File: src/rtl/core/gww_pkg.sv
// ----------------------------------------------------------------------------
// gww_pkg
// types, constants and helpers shared by the word wrap block
// ----------------------------------------------------------------------------
`timescale 1ns / 1ps
`default_nettype none

package gww_pkg;

    localparam int BUFFER_DEPTH = 65536;
    localparam int POS_W        = $clog2(BUFFER_DEPTH);

    localparam int CHAR_W       = 8;
    localparam int COUNT_W      = 8;
    localparam int ADDR_OUT_W   = 16;
    localparam int IN_TDATA_W   = 8;
    localparam int OUT_TDATA_W  = 24;
    localparam int APB_ADDR_W   = 3;
    localparam int APB_DATA_W   = 32;

    localparam logic [0:0] REG_WRAP_COLUMN = 1'b0;

    localparam logic [CHAR_W-1:0]  CH_NL  = 8'h0A;
    localparam logic [CHAR_W-1:0]  CH_SP  = 8'h20;
    localparam logic [CHAR_W-1:0]  CH_BS  = 8'h08;
    localparam logic [CHAR_W-1:0]  CH_ESC = 8'h1B;
    localparam logic [CHAR_W-1:0]  CH_SUB = 8'h1A;

    localparam logic [COUNT_W-1:0] WRAP_COLUMN_RESET = 8'd74;
    localparam logic [COUNT_W-1:0] COUNT_MAX         = 8'hFF;

    typedef logic [POS_W-1:0] pos_t;

    localparam pos_t POS_LAST = pos_t'(BUFFER_DEPTH - 1);

    typedef struct packed {
        logic [CHAR_W-1:0] char_in;
        logic              last_char;
    } item_t;

    typedef struct packed {
        logic [ADDR_OUT_W-1:0] write_addr;
        logic [CHAR_W-1:0]     write_byte;
        logic                  end_of_run;
        logic                  end_of_text;
    } result_t;

    typedef struct packed {
        logic    two;
        result_t first;
        result_t second;
    } step_t;

    typedef struct packed {
        logic room_one;
        logic room_two;
    } buf_status_t;

    function automatic pos_t pos_advance(pos_t p);
        pos_t r;
        if (p == POS_LAST) begin
            r = '0;
        end else begin
            r = p + pos_t'(1);
        end
        return r;
    endfunction

endpackage

`default_nettype wire

File: src/rtl/core/gww_wrap_core.sv
// ----------------------------------------------------------------------------
// gww_wrap_core
// line state and the per-byte wrap decision, one or two writes per byte
// ----------------------------------------------------------------------------
`timescale 1ns / 1ps
`default_nettype none

module gww_wrap_core (
    input  wire logic                        aclk,
    input  wire logic                        aresetn,
    input  wire logic [gww_pkg::COUNT_W-1:0] wrap_column,
    input  wire gww_pkg::item_t              item,
    input  wire logic                        fire,
    output gww_pkg::step_t                   step
);
    import gww_pkg::*;

    logic [COUNT_W-1:0] col_count_reg, col_count_next;
    pos_t               wr_pos_reg, wr_pos_next;
    logic               sp_pend_reg, sp_pend_next;
    pos_t               sp_pos_reg, sp_pos_next;
    logic [COUNT_W-1:0] since_sp_reg, since_sp_next;

    logic               is_sp, is_nl, counted, brk, byte_path, two;
    logic [COUNT_W-1:0] lim, cc0, css0, cc_b, css_b;
    logic               pend0;
    pos_t               spos0, wp1, wp2, nl_addr, byte_addr;
    result_t            nl_res, byte_res;

    assign is_sp   = (item.char_in == CH_SP);
    assign is_nl   = (item.char_in == CH_NL);
    assign counted = !((item.char_in == CH_BS) || (item.char_in == CH_ESC)
                       || (item.char_in == CH_SUB));

    assign cc0   = is_nl ? '0 : col_count_reg;
    assign pend0 = is_sp || (!is_nl && sp_pend_reg);
    assign spos0 = is_sp ? wr_pos_reg : sp_pos_reg;
    assign css0  = (is_sp || is_nl) ? '0 : since_sp_reg;
    assign lim   = (wrap_column == '0) ? COUNT_W'(1) : wrap_column;
    assign brk   = (cc0 >= lim);

    assign wp1 = pos_advance(wr_pos_reg);
    assign wp2 = pos_advance(wp1);

    always_comb begin
        two          = 1'b0;
        byte_path    = 1'b1;
        nl_addr      = wr_pos_reg;
        byte_addr    = wr_pos_reg;
        wr_pos_next  = wp1;
        cc_b         = cc0;
        css_b        = css0;
        sp_pend_next = pend0;
        sp_pos_next  = spos0;
        if (brk) begin
            if (is_sp) begin
                // the space itself becomes the break
                byte_path    = 1'b0;
                cc_b         = '0;
                css_b        = '0;
                sp_pend_next = 1'b0;
            end else if (pend0) begin
                two          = 1'b1;
                nl_addr      = spos0;
                cc_b         = css0;
                css_b        = '0;
                sp_pend_next = 1'b0;
            end else begin
                two          = 1'b1;
                byte_addr    = wp1;
                wr_pos_next  = wp2;
                cc_b         = '0;
            end
        end

        col_count_next = cc_b;
        if (byte_path && counted && (cc_b != COUNT_MAX)) begin
            col_count_next = cc_b + COUNT_W'(1);
        end
        since_sp_next = css_b;
        if (byte_path && counted && sp_pend_next && !is_sp && (css_b != COUNT_MAX)) begin
            since_sp_next = css_b + COUNT_W'(1);
        end
    end

    always_comb begin
        nl_res.write_addr    = ADDR_OUT_W'(nl_addr);
        nl_res.write_byte    = CH_NL;
        nl_res.end_of_run    = !byte_path;
        nl_res.end_of_text   = !byte_path && item.last_char;
        byte_res.write_addr  = ADDR_OUT_W'(byte_addr);
        byte_res.write_byte  = item.char_in;
        byte_res.end_of_run  = 1'b1;
        byte_res.end_of_text = item.last_char;
        step.two             = two;
        if (!byte_path || two) begin
            step.first = nl_res;
        end else begin
            step.first = byte_res;
        end
        step.second = byte_res;
    end

    always_ff @(posedge aclk) begin
        if (!aresetn || (fire && item.last_char)) begin
            col_count_reg <= '0;
            wr_pos_reg    <= '0;
            sp_pend_reg   <= 1'b0;
            sp_pos_reg    <= '0;
            since_sp_reg  <= '0;
        end else if (fire) begin
            col_count_reg <= col_count_next;
            wr_pos_reg    <= wr_pos_next;
            sp_pend_reg   <= sp_pend_next;
            sp_pos_reg    <= sp_pos_next;
            since_sp_reg  <= since_sp_next;
        end
    end

endmodule

`default_nettype wire

File: src/rtl/core/gww_out_buf.sv
// ----------------------------------------------------------------------------
// gww_out_buf
// two-slot result buffer feeding the master stream
// ----------------------------------------------------------------------------
`timescale 1ns / 1ps
`default_nettype none

module gww_out_buf (
    input  wire logic             aclk,
    input  wire logic             aresetn,
    input  wire logic             push,
    input  wire gww_pkg::step_t   step,
    input  wire logic             out_ready,
    output logic                  out_valid,
    output gww_pkg::result_t      head,
    output gww_pkg::buf_status_t  status
);
    import gww_pkg::*;

    result_t     slot0_reg, slot0_next;
    result_t     slot1_reg, slot1_next;
    logic [1:0]  cnt_reg, cnt_next;
    logic        pop;

    assign out_valid       = (cnt_reg != 2'd0);
    assign head            = slot0_reg;
    assign pop             = out_valid && out_ready;
    assign status.room_one = (cnt_reg != 2'd2);
    assign status.room_two = (cnt_reg == 2'd0);

    always_comb begin
        slot0_next = slot0_reg;
        slot1_next = slot1_reg;
        cnt_next   = cnt_reg;
        if (pop) begin
            slot0_next = slot1_reg;
            cnt_next   = cnt_reg - 2'd1;
        end
        if (push) begin
            if (cnt_next == 2'd0) begin
                slot0_next = step.first;
                if (step.two) begin
                    slot1_next = step.second;
                    cnt_next   = 2'd2;
                end else begin
                    cnt_next   = 2'd1;
                end
            end else begin
                slot1_next = step.first;
                cnt_next   = 2'd2;
            end
        end
    end

    always_ff @(posedge aclk) begin
        if (!aresetn) begin
            cnt_reg <= 2'd0;
        end else begin
            cnt_reg <= cnt_next;
        end
    end

    always_ff @(posedge aclk) begin
        slot0_reg <= slot0_next;
        slot1_reg <= slot1_next;
    end

endmodule

`default_nettype wire

File: src/rtl/core/greedy_word_wrap.sv
// ----------------------------------------------------------------------------
// greedy_word_wrap
// wraps a byte stream at a set column, emitting buffer address/byte writes
// ----------------------------------------------------------------------------
//  channel  direction  contents
//  s_       in         text byte (tdata), final byte of text (tlast)
//  m_       out        address and byte (tdata), last write of byte (tuser),
//                      last write of text (tlast)
//  apb      in/out     wrap_column at byte address 0
//
//  one byte per cycle while the m_ side keeps up; a byte other than a space
//  that forces a break writes twice and waits until the two-slot output buffer
//  is empty, and the byte after it waits for a free slot; a breaking space
//  writes only the newline; results pass the input register and output buffer
//  synchronous active-low reset clears line state, wrap_column returns to 74
//  s_tready depends only on registers, so a stalled m_ side never ripples
//  combinationally back to the s_ side
// ----------------------------------------------------------------------------
`timescale 1ns / 1ps
`default_nettype none

module greedy_word_wrap (
    input  wire logic                           aclk,
    input  wire logic                           aresetn,
    // char_in[7:0]
    input  wire logic [gww_pkg::IN_TDATA_W-1:0] s_tdata,
    input  wire logic                           s_tlast,
    input  wire logic                           s_tvalid,
    output logic                                s_tready,
    // write_addr[15:0], write_byte[23:16]
    output logic [gww_pkg::OUT_TDATA_W-1:0]     m_tdata,
    // end_of_run[0]
    output logic [0:0]                          m_tuser,
    output logic                                m_tlast,
    output logic                                m_tvalid,
    input  wire logic                           m_tready,
    input  wire logic                           psel,
    input  wire logic                           penable,
    input  wire logic                           pwrite,
    input  wire logic [gww_pkg::APB_ADDR_W-1:0] paddr,
    input  wire logic [gww_pkg::APB_DATA_W-1:0] pwdata,
    output logic [gww_pkg::APB_DATA_W-1:0]      prdata,
    output logic                                pready
);
    import gww_pkg::*;

    logic [COUNT_W-1:0] wrap_col_reg;
    item_t              in_reg;
    logic               in_valid_reg, in_valid_next;
    logic               s_xfer, fire, cfg_wr;
    logic [0:0]         reg_index;
    step_t              step;
    buf_status_t        buf_status;
    result_t            head;

    assign pready    = 1'b1;
    assign reg_index = paddr[APB_ADDR_W-1:2];
    assign cfg_wr    = psel && penable && pwrite && pready && (reg_index == REG_WRAP_COLUMN);
    assign prdata    = (reg_index == REG_WRAP_COLUMN) ? APB_DATA_W'(wrap_col_reg) : '0;

    always_ff @(posedge aclk) begin
        if (!aresetn) begin
            wrap_col_reg <= WRAP_COLUMN_RESET;
        end else if (cfg_wr) begin
            wrap_col_reg <= pwdata[COUNT_W-1:0];
        end
    end

    assign fire     = in_valid_reg && (step.two ? buf_status.room_two : buf_status.room_one);
    assign s_tready = !in_valid_reg || fire;
    assign s_xfer   = s_tvalid && s_tready;

    always_comb begin
        in_valid_next = in_valid_reg;
        if (s_xfer) begin
            in_valid_next = 1'b1;
        end else if (fire) begin
            in_valid_next = 1'b0;
        end
    end

    always_ff @(posedge aclk) begin
        if (!aresetn) begin
            in_valid_reg <= 1'b0;
        end else begin
            in_valid_reg <= in_valid_next;
        end
    end

    always_ff @(posedge aclk) begin
        if (s_xfer) begin
            in_reg.char_in   <= s_tdata[CHAR_W-1:0];
            in_reg.last_char <= s_tlast;
        end
    end

    gww_wrap_core u_core (
        .aclk        (aclk),
        .aresetn     (aresetn),
        .wrap_column (wrap_col_reg),
        .item        (in_reg),
        .fire        (fire),
        .step        (step)
    );

    gww_out_buf u_out (
        .aclk      (aclk),
        .aresetn   (aresetn),
        .push      (fire),
        .step      (step),
        .out_ready (m_tready),
        .out_valid (m_tvalid),
        .head      (head),
        .status    (buf_status)
    );

    assign m_tdata    = {head.write_byte, head.write_addr};
    assign m_tuser[0] = head.end_of_run;
    assign m_tlast    = head.end_of_text;

endmodule

`default_nettype wire

File: config.mk
export PLATFORM = sky130hd
export DESIGN_NAME = greedy_word_wrap
export DESIGN_NICKNAME = d
export VERILOG_FILES = /design/src/rtl/core/gww_pkg.sv /design/src/rtl/core/gww_wrap_core.sv /design/src/rtl/core/gww_out_buf.sv /design/src/rtl/core/greedy_word_wrap.sv
export SDC_FILE = /design/constraint.sdc
export NUM_CORES = 1
export LEC_CHECK = 0
export ABC_AREA = 1
export BUFFER_PORTS_ARGS = -buffer_cell sky130_fd_sc_hd__buf_2
export CAP_MARGIN = 20
export CORE_ASPECT_RATIO = 0.9
export CORE_MARGIN = 8
export CORE_UTILIZATION = 55
export CTS_BUF_LIST = sky130_fd_sc_hd__clkbuf_4
export DETAILED_ROUTE_END_ITERATION = 8
export GPL_TIMING_DRIVEN = 0
export PLACE_DENSITY = 0.85
export RECOVER_POWER = 25
export SLEW_MARGIN = 10
export SYNTH_ARGS = -nofsm -noshare
export SYNTH_HDL_FRONTEND = slang
export SYNTH_HIERARCHICAL = 1
export SYNTH_SLANG_ARGS = --single-unit
export TNS_END_PERCENT = 30
File: constraint.sdc
create_clock -name aclk -period 4.8 [get_ports aclk]
set_input_delay 0.48 -clock aclk [delete_from_list [all_inputs] [get_ports aclk]]
set_output_delay 0.48 -clock aclk [all_outputs]
set_load 0.02 [all_outputs]
==> flow_metrics.py <==
metrics = {
    "finish": {
        "finalNonFillerCells": 1495,
        "area_growth_pct": 11.62,
        "final_nets": 1349,
        "fillers": 1272,
        "drive_gt1_share_pct": 17.46,
    },
    "outcome": {
        "status": "completed",
    },
    "global_routing": {
        "grt_overflow_total": 0,
        "antenna_found_initial": 2,
        "grt_pass1_wl_um": 33300,
        "grt_pass1_vias": 7154,
        "track_usage_pct": 22.03,
        "grt_start_max_net_pins": 27,
    },
    "pwr": {
        "powerDensity_nw_per_um2": 369.5,
        "p_leak_nw": 4.273,
        "peakVddDrop_v": 0.0002425,
    },
    "placement": {
        "dp_cells": 1460,
        "dpl.hpwl_um": 15300,
        "gp_congestion": 0.9458,
        "dp_slack_ns": -1.250,
        "portBuffers": 59,
    },
    "synth": {
        "ys_types": 44,
        "postSynthAreaPerCell_um2": 6.717,
        "yosysTopAreaCell": "dfxtp_1",
        "seq_area_frac_synth_pct": 34.83,
        "netlist_area_um2": 7960,
        "synthTopCellsByArea": "dfxtp_1 (22%), nand2_1 (18%), edfxtp_1 (13%)",
        "synthFlopType": "dfxtp_1",
        "synth_edf_count": 35,
        "yosys_warnings": 6,
        "postSynthCellCount": 1185,
        "synth_async_sr_flop_share_pct": 0,
        "synth.ff_latch_count": 121,
        "synth_top_area_share_pct": 21.63,
    },
    "critical_path": {
        "crit_fanout": 10,
        "critPathKind": "reg -> reg",
        "worst_setup_path_end_kind": "flop",
        "critical-path-slowest-cell": "edfxtp_1",
        "path_buf_inv": 11,
        "crit_family": "buffers and inverters",
        "reg2reg_to": "u_core/since_sp_reg[5]",
        "max_stage_delay_ns": 0.45,
        "r2r_start": "in_reg[3]",
        "ff2ff_path_depth": 25,
        "worstPathRequired_ns": 5.24,
        "crit_arrival_ns": 4.81,
        "startpoint_type": "flop",
        "ff2ff_setup_slack_ns": 0.43,
    },
    "timing": {
        "fmaxAchievable_ghz": 0.2288,
        "worst_pin_slew_ns": 0.6341,
        "final-setup-viol-count": 0,
        "finalSetupTns_ns": 0,
        "slew_viol_final": 0,
        "rsz0062_at_grt": "no",
        "finClkSkew_ns": 0.02096,
        "fin_crit_ns": 4.370,
        "setup_ws_ns": 0.4295,
        "finalHoldViolations": 0,
        "relSlewSlack_pct": 57.72,
        "period_share_pct": 91.05,
    },
    "drt": {
        "final_antenna_net_count": 0,
        "firstDrtPassIters": 6,
        "route.detailed.drc": 0,
        "dr_total_vias": 7763,
        "wl_um": 20040,
        "drt_iter0_markers": 730,
        "viasPerCell": 5.193,
        "wl_per_cell_um": 13.41,
    },
    "clocking": {
        "clock_path_buffers": 2,
        "numCtsBuffers": 17,
        "cts_root_buf": "clkbuf_4",
        "cts_hold_buf": 0,
        "clk_latency_ns": 0.55,
        "cts_tree": "yes",
        "clock-sinks": 121,
        "clkTransAtPathRegs_ns": 0.12,
        "htreeDepth": 4,
    },
    "floorplan": {
        "coreArea_um2": 14110,
        "start_util_pct": 56.43,
        "dieArea_um2": 18580,
        "die_h_um": 130.1,
        "rows": 41,
        "io_pins": 112,
        "die_w_um": 142.8,
    },
    "worst_hold_path": {
        "hp-start": "s_tdata[7]",
        "hold_path_end": "in_reg[8]",
        "hold_class": "in -> reg",
        "hold_depth": 1,
    },
    "job": {
        "cap_violations": 0,
    },
}
==> power by group <==
part	switching, mW	internal (mW)
combinational	0.845	0.397
sequential	0.0780	1.24
clock	0.402	0.323
total	1.33	1.96
==> kinds of logic after synthesis <==
family / Yosys count / synth area share, %
xor gates and xnor gates: 9 / 1.085
AOI/OAI and AO/OA: 136 / 9.337
and+or+nand+nor: 681 / 39.01
other: 3 / 0.1415
adders and majority gates: 11 / 1.729
DFF: 121 / 34.83
buffers and inverters: 224 / 13.86
==> metal layers <==
layer	vias to the layer above	global-route usage, %	part of all wire, %
li1	3954	-	-
met1	3428	27.57	43
met2	345	35.96	46
met3	36	5.586	8.8
met4	0	8.489	1.9
met5	-	0	0
==> worst max-delay path by stage <==
stage | endpoint | startpoint | cells after the start | slack, ns
floorplan | u_core/col_count_reg[6] | in_reg[3] | 25 | 0.39
global route | u_core/since_sp_reg[5] | in_reg[3] | 32 | 0.07
global placement | u_core/col_count_reg[6] | in_reg[3] | 24 | -1.20
detailed placement | u_core/wr_pos_reg[11] | in_reg[3] | 24 | -1.25
finish | u_core/since_sp_reg[5] | in_reg[3] | 25 | 0.43
CTS | u_core/since_sp_reg[7] | in_reg[3] | 24 | 0.002
==> timing repair <==
| item | 4_1_cts | 5_1_grt |
|---|---|---|
| resized for setup | 12 | 20 |
| cloned | 0 | 1 |
| endpoints found under the setup margin | 75 | 75 |
| buffers inserted | 0 | 1 |
==> synthesized netlist by cell type (2+ instances only) <==
cell type / count
o31ai_1: 2
nand2_2: 20
o21ai_0: 51
xor2_1: 6
conb_1: 3
ha_1: 11
nor2_4: 7
nand3_2: 9
clkbuf_1: 21
nand3b_1: 3
nor2_1: 69
nand3_1: 113
edfxtp_1: 35
inv_2: 15
xnor2_1: 2
buf_6: 9
nor2_2: 13
nor4_1: 2
a21oi_1: 54
nand2_1: 390
inv_1: 117
nand4_1: 35
a21oi_2: 4
nor2_8: 2
dfxtp_1: 86
buf_2: 11
nor3_1: 7
o21ai_1: 17
a21boi_0: 2
nand2_4: 8
buf_4: 48
==> per-stage QoR <==
step	utilization (%)	hold WS (ns)	cell area, um2	total power [mW]
finish	62.98	0.08873	8885	3.283
global route	62.98	0.04683	8885	3.510
CTS	62.94	0.05564	8880	3.290
detailed placement	60.84	0.4661	8583	2.571
global placement	60.84	0.4543	8583	2.540
floorplan	-	0.4453	8046	2.258
==> final cells by class <==
cell class,count,area (um2),area share [%]
sequential,121,2773,31.21
multi-input combinational,863,4188,47.13
timing repair inverter,1,7.507,0.08450
buffer,89,616.8,6.943
timing repair buffer,60,262.8,2.957
clock inverter,12,126.4,1.422
tap,193,241.5,2.718
antenna,2,5.005,0.05633
clock buffer,20,150.1,1.690
inverter,134,514.2,5.788
==> placed cells by master, fill, tap and decap left out, types with 2 or more instances in the layout <==
cell type     n
nand3b_1      3
inv_2        15
a21oi_1      54
xor2_1        6
nor3_1        7
nand3_1     113
xnor2_1       2
nand2_4       8
nand4_1      35
edfxtp_1     35
ha_1         11
bufinv_16     2
clkbuf_2      5
nand2_1     390
nor4_1        2
a21oi_2       4
clkbuf_4     22
nor2_2       14
conb_1       26
nand3_2       9
inv_1       115
buf_6         9
dfxtp_1      86
clkinvlp_4    7
buf_2        38
o21ai_1      17
nor2_4        7
clkbuf_1     43
clkinv_2      4
nor2_1       68
o21ai_0      50
buf_4        51
nand2_2      20
o31ai_1       2
diode_2       2
nor2_8        2
Power figures use the tool's default switching activity.
